--- src/rtl/evad_mul.sv ---
module evad_mul #(
    parameter int A_W = 46,
    parameter int B_W = 20
) (
    input  logic               i_clk,
    input  logic               i_rst_n,
    input  logic               i_start,
    input  logic [A_W-1:0]     i_a,
    input  logic [B_W-1:0]     i_b,
    output logic               o_done,
    output logic [A_W+B_W-1:0] o_prod
);

    localparam int H_W = (A_W + 1) / 2;
    localparam int P_W = A_W + B_W;

    logic               r_busy;
    logic               r_hi;
    logic               r_done;
    logic [2*H_W-1:0]   r_a;
    logic [B_W-1:0]     r_b;
    logic [P_W-1:0]     r_acc;
    logic [H_W-1:0]     chunk;
    logic [H_W+B_W-1:0] part;

    // One half of the multiplicand per cycle through a single multiplier
    assign chunk = r_hi ? r_a[2*H_W-1:H_W] : r_a[H_W-1:0];
    assign part  = (H_W+B_W)'(chunk) * (H_W+B_W)'(r_b);

    // Sequence control
    always_ff @(posedge i_clk) begin
        if (!i_rst_n) begin
            r_busy <= 1'b0;
            r_hi   <= 1'b0;
            r_done <= 1'b0;
        end else begin
            r_done <= 1'b0;
            if (i_start) begin
                r_busy <= 1'b1;
                r_hi   <= 1'b0;
            end else if (r_busy) begin
                if (!r_hi) begin
                    r_hi <= 1'b1;
                end else begin
                    r_busy <= 1'b0;
                    r_done <= 1'b1;
                end
            end
        end
    end

    // Operands and partial-product accumulation
    always_ff @(posedge i_clk) begin
        if (i_start) begin
            r_a <= (2*H_W)'(i_a);
            r_b <= i_b;
        end else if (r_busy) begin
            if (!r_hi) begin
                r_acc <= P_W'(part);
            end else begin
                r_acc <= r_acc + (P_W'(part) << H_W);
            end
        end
    end

    assign o_done = r_done;
    assign o_prod = r_acc;

endmodule

--- config.mk ---
export PLATFORM = sky130hd
export DESIGN_NAME = evad_mul
export DESIGN_NICKNAME = d
export VERILOG_FILES = /design/src/rtl/evad_mul.sv
export SDC_FILE = /design/constraint.sdc
export NUM_CORES = 1
export LEC_CHECK = 0
export BUFFER_PORTS_ARGS = -buffer_cell sky130_fd_sc_hd__buf_4
export CAP_MARGIN = 5
export CORE_ASPECT_RATIO = 0.7
export CORE_UTILIZATION = 30
export DETAILED_ROUTE_END_ITERATION = 12
export GPL_ROUTABILITY_DRIVEN = 0
export SLEW_MARGIN = 15
export SYNTH_ARGS = -nofsm -noshare
export SYNTH_HDL_FRONTEND = slang
export SYNTH_SLANG_ARGS = --single-unit
--- constraint.sdc ---
create_clock -name i_clk -period 15.85 [get_ports i_clk]
set_input_delay 1.585 -clock i_clk [delete_from_list [all_inputs] [get_ports i_clk]]
set_output_delay 1.585 -clock i_clk [all_outputs]
set_load 0.01 [all_outputs]
== Yosys cells after proc, flatten, opt, wreduce, memory -nomap -nowiden ==
Index checks and enable logic that the tools add are counted.
Operators by class
  add/subtract/negate cells: 1
  $mul: 1
  reduce and logical (&&, ||, !) cells: 3
  bitwise gates (word level): 3
  multiplexer cells: 6
Operator list (number)
  adder 66 bit: 1
  multiplier 23 x 20 -> 43 bit: 1
  two-way mux 43 bit: 1
  two-way mux 23 bit: 1
  two-way mux 1 bit: 4
  inverter 1 bit: 3
  OR reduction 3 bit: 1
  AND reduction 2 bit: 1
  OR reduction 2 bit: 1
Word-level totals
  word-level logic and storage cells: 21
  register bits: 135
  input bits: 69

== Logic depth before layout (Yosys ltp) ==
  depth after elaboration: 4
  depth in mapped cells: 41
  gate-level depth less buffers: 37

== Worst setup path after synthesis ==
OpenSTA, ideal clock, no wires.
  path kind: reg-to-reg
  start: register r_hi
  end: register r_acc[61], in the netlist o_prod[61] (data pin)
  buffers on the path: 4
  library setup time: 0.255 ns
  arrival time: 8.900 ns
  period minus slack after synthesis: 9.155 ns
  required time: 15.595 ns
  path slack: 6.695 ns
  stages on the path, launching flop included: 40
  path through: dfxtp_1 > clkbuf_1 > buf_1 > mux2_2 > clkbuf_1 > and2_1 > fa_1 > fa_1 > inv_1 > fa_1 > inv_1 > fa_1 > inv_1 > fa_1 > inv_1 > fa_1 > inv_1 > fa_1 > [4 not listed] > a211oi_2 > nor3_4 > a21oi_4 > a41oi_2 > nor2b_1 > xnor2_1 > ha_1 > buf_2 > nand3_1 > nor2_1 > nand2_1 > nor2_1 > nand3_1 > o31ai_4 > a21oi_1 > a211oi_1 > xor2_1 > and2_1
Between the ends
  word-level cells in the longest chain between the ends: 3
RTL lines
  start, declared: line 18  | logic r_hi;
  start signal, assigned: line 34  | r_hi <= 1'b0;
  start signal, assigned: line 40  | r_hi <= 1'b0;
  start signal, assigned: line 43  | r_hi <= 1'b1;
  two-way mux 23 bit: line 27  | assign chunk = r_hi ? r_a[2*H_W-1:H_W] : r_a[H_W-1:0];
  multiplier 23 x 20 -> 43 bit: line 28  | assign part = (H_W+B_W)'(chunk) * (H_W+B_W)'(r_b);
  adder 66 bit: line 61  | r_acc <= r_acc + (P_W'(part) << H_W);
  end signal, assigned: line 59  | r_acc <= P_W'(part);
  end signal, assigned: line 61
  end, declared: line 22  | logic [P_W-1:0] r_acc;
Parallel ways exist; a longest one is shown, timed or not.
A chain may end at the register's enable or synchronous reset.

== Worst setup path in the final report ==
  start: register r_hi
  end: register r_acc[65], in the netlist o_prod[65] (data pin)
Same word-level chain as after synthesis.

==> summary.md <==
| Metric | Value |
|---|---|
| Largest net degree at the start of global routing | 55 |
| Worst r2r src | r_hi$_SDFFE_PP0P_ |
| # H-tree levels | 4 |
| Synth area leaders | fa_1 33%, edfxtp_1 18%, ha_1 11%, and2_1 7.2%, inv_1 7.2% |
| Mapped Cells | between 2000 and 2500 |
| Final setup viols | 0 |
| Crit path launch | r_hi$_SDFFE_PP0P_ |
| Most area-hungry cell type in the Yosys netlist | fa_1 |
| Clock-pin slew on the worst setup and hold paths | roughly 70 ps |
| Distinct cell type count after synthesis | 74 |
| Crit start category | register |
| Clock latency on the worst-skew pair | 470 ps |
| Die Span Y | roughly 230 um |
| CP most frequent cell | fa_1 |
| Via count | roughly 16000 |
| Routed length per placed instance | around 18 um |
| Die area | approximately 76000 um^2 |
| Area growth from synthesis to layout | 11.38% |
| Total Neg Setup Slack | 0 ps |
| Fmax | 0.09814 GHz |
| Synth Flop Type | edfxtp_1 |
| FF-to-FF path depth | 33 |
| Synth top area share | 33.44% |
| Skew final | 22.20 ps |
| Initial Util | between 30 and 40% |
| Reg2reg setup slack | around 5700 ps |
| Cell family with most CP delay | adder cells |
| Clock sink count | ~140 |
| Crit path to | o_prod[65]$_SDFFCE_PN0P_ |
| # rows | 83 |
| CTS tree | done |
| Crit. End Element | register |
| Crit path DAT | roughly 10000 ps |
| Crit path kind | reg2reg |
| Synthesized area | about 22000 um^2 |
| Drt drc | 20 |
| Max-slew headroom | 18.91% |
| I/O Buffers | between 100 and 150 |
| Resized cells post-CTS | 0 |
| # fillers | 7578 |
| Syn avg cell area | 9.735 um^2 |
| Post-CTS Setup Bufs | 0 |
| Core Util, Final | between 30% and 40% |
| Fraction of layout cells with a size suffix above 1 | a little over a tenth |
| Count leader, synth | inv_1 |
| Register bit total from synthesis | roughly 140 |
| I/O pins | approximately 140 |
| Status | finished, violations left |
| Final WL | ~59000 um |
| DR pass1 iterations | 9 |
| Hold Vio Cnt, Final | 0 |
| Initial antenna violation count | 2 |
| Worst Path Buf+Inv | 4 |
| Clock buffer depth | 2 |
| Layout Nets | 3004 |
| Critical-path top delay cell | dfxtp_4 |
| CTS buffer count | 17 |
| Seq/Total Area, Yosys | 17.93% |
| Async SR Flop Fraction | 0% |
| Crit-path max FO | 54 |
| Die width | about 330 um |
| Fin crit period | 10190 ps |
| Synthesized Nets | about 2900 |
| Hold Path Class | reg2reg |
| EDFF count, synth | 132 |
| Number of cells on the critical path | 33 |
| Tot GR Track Use | between 10% and 20% |
| DR iter-0 viols | ~1200 |
| Tcrit/Tclk final | roughly 64% |
| Post-detailed-placement half-perimeter wirelength | 45980 um |
| Vias per Instance | roughly 4.8 |
| Reg2reg end | o_prod[65]$_SDFFCE_PN0P_ |
| Gr ovfl total | 0 |
| Final antenna-violating net count | 0 |
| First-pass GRT wire length | between 90000 and 100000 um |
| Number of global-route vias before repair | 16114 |
| Max incr delay on CP | 850 ps |
| Final Max Tran Viols | 0 |
| Commonest cells in the netlist | 429 x inv_1, 375 x fa_1, 288 x nand2_1 |
| Required time of the critical path | ~16000 ps |
| Max-cap viol count | 0 |
| CORE AREA | 73630 um^2 |
| Slew @ Worst Pin | around 1200 ps |
| CTS Hold Buffers Added | 0 |
| Failing checks | DRC |
| Synth Warn # | 0 |
| RSZ-0062 raised after global routing | false |
| Clk Tree Root Cell | clkbuf_16 |
## state kept, by name, summed over array words and instances, names as in the netlist
| signal | cells |
|---|---|
| o_done | 1 |
| r_hi | 1 |
| r_busy | 1 |
| r_b | 20 |
| o_prod | 66 |
| r_a | 46 |
## worst min path at each step
| stage | from | to | slack, ps | depth (start not counted) |
|---|---|---|---|---|
| 2_1_floorplan | r_busy$_SDFF_PN0_ | r_hi$_SDFFE_PP0P_ | 460 | 2 |
| 3_3_place_gp | r_busy$_SDFF_PN0_ | r_hi$_SDFFE_PP0P_ | 480 | 2 |
| 3_5_place_dp | r_busy$_SDFF_PN0_ | r_hi$_SDFFE_PP0P_ | 490 | 2 |
| 4_1_cts | r_busy$_SDFF_PN0_ | r_hi$_SDFFE_PP0P_ | 490 | 2 |
| 5_1_grt | r_busy$_SDFF_PN0_ | r_hi$_SDFFE_PP0P_ | 520 | 2 |
| 6_report | r_busy$_SDFF_PN0_ | r_hi$_SDFFE_PP0P_ | 490 | 2 |
## per-layer routing
layer | vias up | global-route usage, % | share of wire, %
met2 | 484 | 22.84 | 43
li1 | 7299 | - | -
met3 | 43 | 3.214 | 7.0
met5 | - | 0 | 0.022
met1 | 8193 | 24.34 | 49
met4 | 2 | 3.096 | 1.1
## placed cells by master, fill, tap and decap left out, types with 38 or more instances in the layout
cell type,count
inv_1,429
fa_1,375
and2_1,258
buf_4,148
a21o_1,42
nor2b_1,38
a21oi_1,65
nor2_1,42
edfxtp_1,132
ha_1,198
xnor2_1,49
nand2_1,288
mux2_2,39
## kinds of logic after synthesis
family          share of synthesized area, %
compound gates                         7.497
xor+xnor                               3.004
fa+ha+maj                              44.48
buf+inv                                9.069
flops                                  17.93
mux                                    2.096
simple gates                           15.93
## stage by stage
step,cell area (um^2),setup WS [ps],hold WS [ps],std cells
2_1_floorplan,22450,6695,461.2,2306
3_3_place_gp,24370,5823,480.5,3319
3_5_place_dp,24370,5729,487.9,3319
4_1_cts,24980,5713,494.6,3350
5_1_grt,25000,5047,521.9,3351
6_report,25000,5660,494.7,3353
## final cells by class
cell class	count	area, um^2	share of cell area (%)
Tap cell	977	1222	4.889
Inverter	429	1610	6.440
Clock buffer	17	425.4	1.701
Antenna cell	2	5.005	0.02002
Sequential cell	135	4028	16.11
Timing Repair Buffer	149	1126	4.504
Multi-Input combinational cell	1630	16400	65.59
Clock inverter	14	187.7	0.7506
## worst reg2reg max path, delay by kind of cell (launching register included)
kind	cells	cell delay, ps
mux	1	740
fa+ha+maj	9	4300
xor+xnor	1	190
compound gates	11	2340
buf+inv	4	240
flops	1	850
simple gates	7	1320
Power is left out: the tool's default activity adds up to more than one toggle a clock period on the data nets, which glitch-free logic cannot reach.
