--- src/rtl/evad_pkg.sv ---
package evad_pkg;

    // Default sizes
    localparam int HISTORY_DEPTH_DEF = 64;
    localparam int HOLD_DEPTH_DEF    = 80;
    localparam int FRAC_BITS_DEF     = 16;

    // Fixed field widths
    localparam int E_W    = 28;
    localparam int CFG_W  = 28;
    localparam int IDX_W  = 3;
    localparam int HOLD_W = 7;
    localparam int LEN_W  = 8;

    // Start-up values
    localparam int INIT_ENERGY = 50000;
    localparam int INIT_THRESH = 30238;

    localparam logic [15:0] RISE_RST   = 16'd33;
    localparam logic [15:0] FALL_RST   = 16'd14418;
    localparam logic [19:0] RATIO_RST  = 20'd99083;
    localparam logic [27:0] MINENV_RST = 28'd1000;
    localparam logic [6:0]  LONG_RST   = 7'd40;
    localparam logic [6:0]  SHORT_RST  = 7'd10;

    typedef enum logic [IDX_W-1:0] {
        CFG_RISE        = 3'd0,
        CFG_FALL        = 3'd1,
        CFG_CHANGE      = 3'd2,
        CFG_SPEECH      = 3'd3,
        CFG_MIN_ENV     = 3'd4,
        CFG_HOLD_LONG   = 3'd5,
        CFG_HOLD_SHORT  = 3'd6
    } t_cfg_idx;

    typedef struct packed {
        logic wr;
        logic clr;
    } t_hist_ctl;

endpackage

--- src/rtl/evad_hist.sv ---
module evad_hist #(
    parameter int DEPTH = evad_pkg::HISTORY_DEPTH_DEF
) (
    input  logic                   i_clk,
    input  logic                   i_rst_n,
    input  evad_pkg::t_hist_ctl    i_ctl,
    input  logic [evad_pkg::E_W-1:0] i_data,
    output logic [evad_pkg::E_W-1:0] o_old
);

    localparam int PTR_W = $clog2(DEPTH);

    logic [evad_pkg::E_W-1:0] mem [DEPTH];
    logic [evad_pkg::E_W-1:0] r_rd;
    logic [DEPTH-1:0]         r_vld;
    logic                     r_old_vld;
    logic                     r_dflt;
    logic [PTR_W-1:0]         r_ptr;

    // Ring pointer, valid bits and fill value for entries not yet written
    always_ff @(posedge i_clk) begin
        if (!i_rst_n) begin
            r_vld     <= '0;
            r_old_vld <= 1'b0;
            r_dflt    <= 1'b1;
            r_ptr     <= '0;
        end else begin
            if (i_ctl.wr) begin
                r_old_vld    <= r_vld[r_ptr];
                r_vld[r_ptr] <= 1'b1;
                r_ptr        <= (r_ptr == PTR_W'(DEPTH - 1)) ? '0 : r_ptr + PTR_W'(1);
            end
            if (i_ctl.clr) begin
                r_vld  <= '0;
                r_dflt <= 1'b0;
            end
        end
    end

    // Read the oldest entry and overwrite it with the newest
    always_ff @(posedge i_clk) begin
        if (i_ctl.wr) begin
            r_rd       <= mem[r_ptr];
            mem[r_ptr] <= i_data;
        end
    end

    assign o_old = r_old_vld ? r_rd :
                   (r_dflt ? evad_pkg::E_W'(evad_pkg::INIT_ENERGY) : '0);

endmodule

--- config.mk ---
export PLATFORM = sky130hd
export DESIGN_NAME = evad_hist
export DESIGN_NICKNAME = d
export VERILOG_FILES = /design/src/rtl/evad_pkg.sv /design/src/rtl/evad_hist.sv
export SDC_FILE = /design/constraint.sdc
export NUM_CORES = 2
export LEC_CHECK = 0
export ABC_CLOCK_PERIOD_IN_PS = 4700
export BUFFER_PORTS_ARGS = -buffer_cell sky130_fd_sc_hd__buf_2
export CORE_MARGIN = 1.5
export CORE_UTILIZATION = 55
export DETAILED_ROUTE_END_ITERATION = 10
export PLACE_DENSITY_LB_ADDON = 0.05
export SETUP_SLACK_MARGIN = 0.4
export SLEW_MARGIN = 20
export SYNTH_ARGS = -nofsm -noshare
export SYNTH_HDL_FRONTEND = slang
export SYNTH_SLANG_ARGS = --single-unit
--- constraint.sdc ---
create_clock -name i_clk -period 4.7 [get_ports i_clk]
set_clock_uncertainty 0.05 [all_clocks]
set_input_delay 0.47 -clock i_clk [delete_from_list [all_inputs] [get_ports i_clk]]
set_output_delay 0.47 -clock i_clk [all_outputs]
set_load 0.02 [all_outputs]
# Yosys cells after proc, flatten, opt, wreduce, memory -nomap -nowiden
# Memories as Yosys holds them, arrays and structs flattened. A register that Yosys moved wholly into a read port is not among the register bits.
# Cells that the tools add are included.
[totals] memories=1 out_inout_bits=28 word_cells=22 ff_bits=72 ram_bits=1792 inputBits=32
[op_classes] bitwise=2 n_eq_ne=1 reduce_logical=2 addsub=1 order_cmp=2 n_mux=9
[mem_list] name="mem" words=64 word_bits=28 rd=1 rd_ports_with_merged_regs=1 write_ports=1 line_no="evad_hist.sv:13" rtl="logic [evad_pkg::E_W-1:0] mem [DEPTH];"
[ops] operator="bitwise OR 64 bit" n=1
[ops] operator="two-way mux 28 bit" n=1
[ops] operator="two-way mux 16 bit" n=1
[ops] operator="< comparator 6 x 7 -> 1 bit, second input constant" n=1
[ops] operator="adder 6 x 1 -> 6 bit, second input constant" n=1
[ops] operator="binary-select mux 1 bit (select 6 bit)" n=1
[ops] operator="demux 1 bit (select 6 bit)" n=1
[ops] operator="equality test 6 bit, second input constant" n=1
[ops] operator=">= comparator 6 x 1 -> 1 bit, second input constant" n=1
[ops] operator="two-way mux 6 bit" n=1
[ops] operator="two-way mux 1 bit" n=4
[ops] operator="OR reduction 2 bit" n=1
[ops] operator="logical AND 1 bit" n=1
[ops] operator="inverter 1 bit" n=1

# Depth between registers and ports, before layout
[depth] word_depth=5 depth_mapped=12 mapped_depth_nobuf=6

# Least setup slack after synthesis
# No wires, ideal clock.
[synth_timing] kind="flip-flop to flip-flop" start="reg r_ptr[2]" end="mem mem[13][0] in the netlist's numbering, enable pin" stages_incl_launch_ff=10 path_slack_ps=1359 n_path_buf=7 setup_ps=414 arrival_ps=2877 cell_sequence="dfxtp_1 buf_6 buf_6 buf_6 buf_6 buf_4 buf_2 buf_2 nand2_1 nor2_1"
[synth_rtl] item="from (decl)" line_no="evad_hist.sv:18" rtl="logic [PTR_W-1:0] r_ptr;"
[synth_rtl] item="from (signal assigned)" line_no="evad_hist.sv:31" rtl="r_ptr <= (r_ptr == PTR_W'(DEPTH - 1)) ? '0 : r_ptr + PTR_W'(1);"
[synth_rtl] item="to (decl)" line_no="evad_hist.sv:13"
# Straight into the memory's write port.

==> results.json <==
{
  "start_kind": "register",
  "clk_latency_ns": 0.83,
  "critPathMaxFanout": 36,
  "relSlewSlack_pct": 16.1,
  "coreArea_um2": 131000,
  "tritoncts": "yes",
  "period_minus_slack_ns": 4.25,
  "first_pass_iters": 7,
  "drt_iter0_markers": 7520,
  "core.rowCount": 133,
  "port_buffers": 59,
  "comb_power_share_pct": 7.1,
  "power_leakage_uw": 0.0263,
  "grt_pass1_vias": 40600,
  "yosys_warnings": 0,
  "routedWlPerCell_um": 39.6,
  "p_sw_uw": 8230,
  "finalSetupViolations": 0,
  "status": "finished, final reports clean",
  "final_cells": 6070,
  "crit_chain": "nor2_4, buf_4, a22oi_1, nor2_1, o21ai_0, o21ai_1, or4_1",
  "htreeDepth": 4,
  "fill_cells": 9238,
  "grtUsageTotal_pct": 35.9,
  "p_int_uw": 27800,
  "dpl_cell_area_um2": 76800,
  "fin_crit_sh_pct": 90.4,
  "vdd_drop_max_uv": 418,
  "cts_resized": 0,
  "ys_ff_latch": 1892,
  "start_util_pct": 55.3,
  "pwr-share-seq_pct": 51.7,
  "clockRootBuffer": "clkbuf_16",
  "critical_path_class": "register to register",
  "synth_ff_type": "edfxtp_1",
  "wl_mm": 240,
  "post-place-ws_ns": 0.620,
  "fp.dieW_um": 366,
  "final_common_cell": "edfxtp_1",
  "avgViaCountPerCell": 6.97,
  "worst_ep_arrival_time_ns": 4.76,
  "hpwl_mm": 145,
  "hold_viol_final": 0,
  "rsz0062_at_grt": "no",
  "drv_cap": 0,
  "overflow": 0,
  "setup_ws_ns": 0.453,
  "critPathTopFamily": "compound AO/OA/AOI/OAI gates",
  "dp.cells": 5706,
  "clk_path_buf_depth": 3,
  "power.share.clock_pct": 41.2,
  "final_antenna_net_count": 0,
  "required_ns": 5.21,
  "syn_to_final_growth_pct": 14.4,
  "antenna_found_initial": 23,
  "critical_path_buf_inv_count": 1,
  "power.share.switching_pct": 22.8,
  "final_area_um2": 82900,
  "worst_slew_pin_slew_ns": 1.26,
  "end_kind": "register",
  "grt_max_degree": 65,
  "synth.avg_cell_area_um2": 18.8,
  "setup_tns_ns": 0,
  "cts_hold_buffers": 4,
  "place.gp.congestion": 0.933,
  "power_density_nw_per_um2": 435,
  "hold_path.class": "primary input to register",
  "path_clk_slew_ns": 0.06,
  "nNetsFinal": 4177,
  "yosysSeqAreaShare_pct": 77.4,
  "fp.dieArea_um2": 134000,
  "syn_nets": 3899,
  "cts.sinks": 1892,
  "route.vias.total": 42300,
  "drv_slew": 0,
  "drive_above_1_share_pct": 23.1,
  "post_cts_buffers": 0,
  "grt_pass1_wl_mm": 330,
  "critPathMaxStageDelay_ns": 0.95,
  "cp_slowest_cell": "dfxtp_4",
  "io_pins": 60,
  "synth_async_sr_flop_share_pct": 0,
  "synth_cells": 3866,
  "synth_area_um2": 72500,
  "synthDistinctLibCells": 61,
  "synth-edff-count": 1820,
  "final_cell_mix": "edfxtp_1 (1,820), buf_4 (247), mux2i_1 (215), clkbuf_16 (187), a221oi_1 (184)",
  "die_h_um": 366,
  "cts_buffers": 186,
  "drc": 0,
  "max_freq_ghz": 0.235
}
==> cell usage after synthesis, drive strengths merged (27+ instances only) <==
cell type	number	area share [%]
a21oi	96	0.66
a221o	33	0.46
a221oi	190	2.3
a22o	27	0.33
a22oi	99	1.0
and2	30	0.26
buf	180	1.5
clkbuf	77	0.40
dfxtp	72	2.0
edfxtp	1820	75
mux2	123	1.9
mux2i	215	3.0
mux4	168	5.2
nand2	125	0.65
nor2	182	0.94
o21a	66	0.68
o21ai	102	0.70
o22ai	96	0.83
==> cell type report <==
cell class	count	area, µm²	area share [%]
Antenna cell	8	20.0	0.0241
Clock buffer	249	5080	6.13
Clock inverter	102	993	1.20
Inverter	5	26.3	0.0317
Multi-Input combinational cell	1712	15600	18.8
Sequential cell	1892	56100	67.7
Tap cell	1755	2200	2.65
Timing Repair Buffer	347	2920	3.52
==> worst reg2reg max path, cell delays in order (launching register included) <==
cell     delay [ns]
dfxtp_4        0.95
nor2_4         0.44
buf_4          0.39
a22oi_1        0.29
nor2_1         0.07
o21ai_0        0.54
o21ai_1        0.58
or4_1          0.68
==> through the flow <==
stage	util [%]	hold slack (ns)	total power, µW
2_1_floorplan	-	0.385	20100
3_3_place_gp	58.5	0.393	21400
3_5_place_dp	58.6	0.402	21500
4_1_cts	63.2	0.00932	36100
5_1_grt	63.2	0.0363	36800
6_report	63.2	0.0489	36100
==> flip-flops by register name, summed over array words and instances (netlist names) <==
register   cells
r_old_vld      1
r_ptr          6
r_dflt         1
mem         1792
r_rd          28
r_vld         64
==> metal layers <==
layer,vias to the layer above,track usage [%],routed length (µm)
met4,22,16.7,12600
met3,586,9.53,30500
met2,3123,52.6,106000
met1,22100,50.6,90500
li1,16500,-,-
met5,-,0,144
==> power groups by stage <==
| stage | Sequential (µW) | Clock [µW] | Combinational [µW] |
|---|---|---|---|
| after global routing | 18600 | 15600 | 2600 |
| after global placement | 19000 | 0 | 2440 |
| final | 18600 | 14900 | 2550 |
| after CTS | 18600 | 14900 | 2480 |
| after floorplan | 18900 | 0 | 1210 |
| after detailed placement | 19000 | 0 | 2470 |
==> path summary, 6_finish.rpt <==
| path | start | end | slack [ns] | cells after the start |
|---|---|---|---|---|
| worst max register to register | r_ptr[2] | r_rd[21] | 0.45 | 7 |
| worst min-delay path | i_data[17] | mem[20][17] | 0.05 | 1 |
| worst max-delay path | r_ptr[2] | r_rd[21] | 0.45 | 7 |
| worst min register to register | r_vld[44] | r_vld[44] | 0.41 | 1 |
==> cell families after synthesis <==
logic type | count (synthesis) | synth area share, %
XOR/XNOR | 4 | 0.0483
multiplexers | 506 | 10.1
AND/OR/NAND/NOR | 407 | 2.50
adder cells (fa/ha/maj) | 1 | 0.0173
flip-flops | 1892 | 77.4
buffers and inverters | 262 | 1.96
AO/OA/AOI/OAI | 794 | 8.00
No activity file was read; power rests on OpenSTA's default activity.
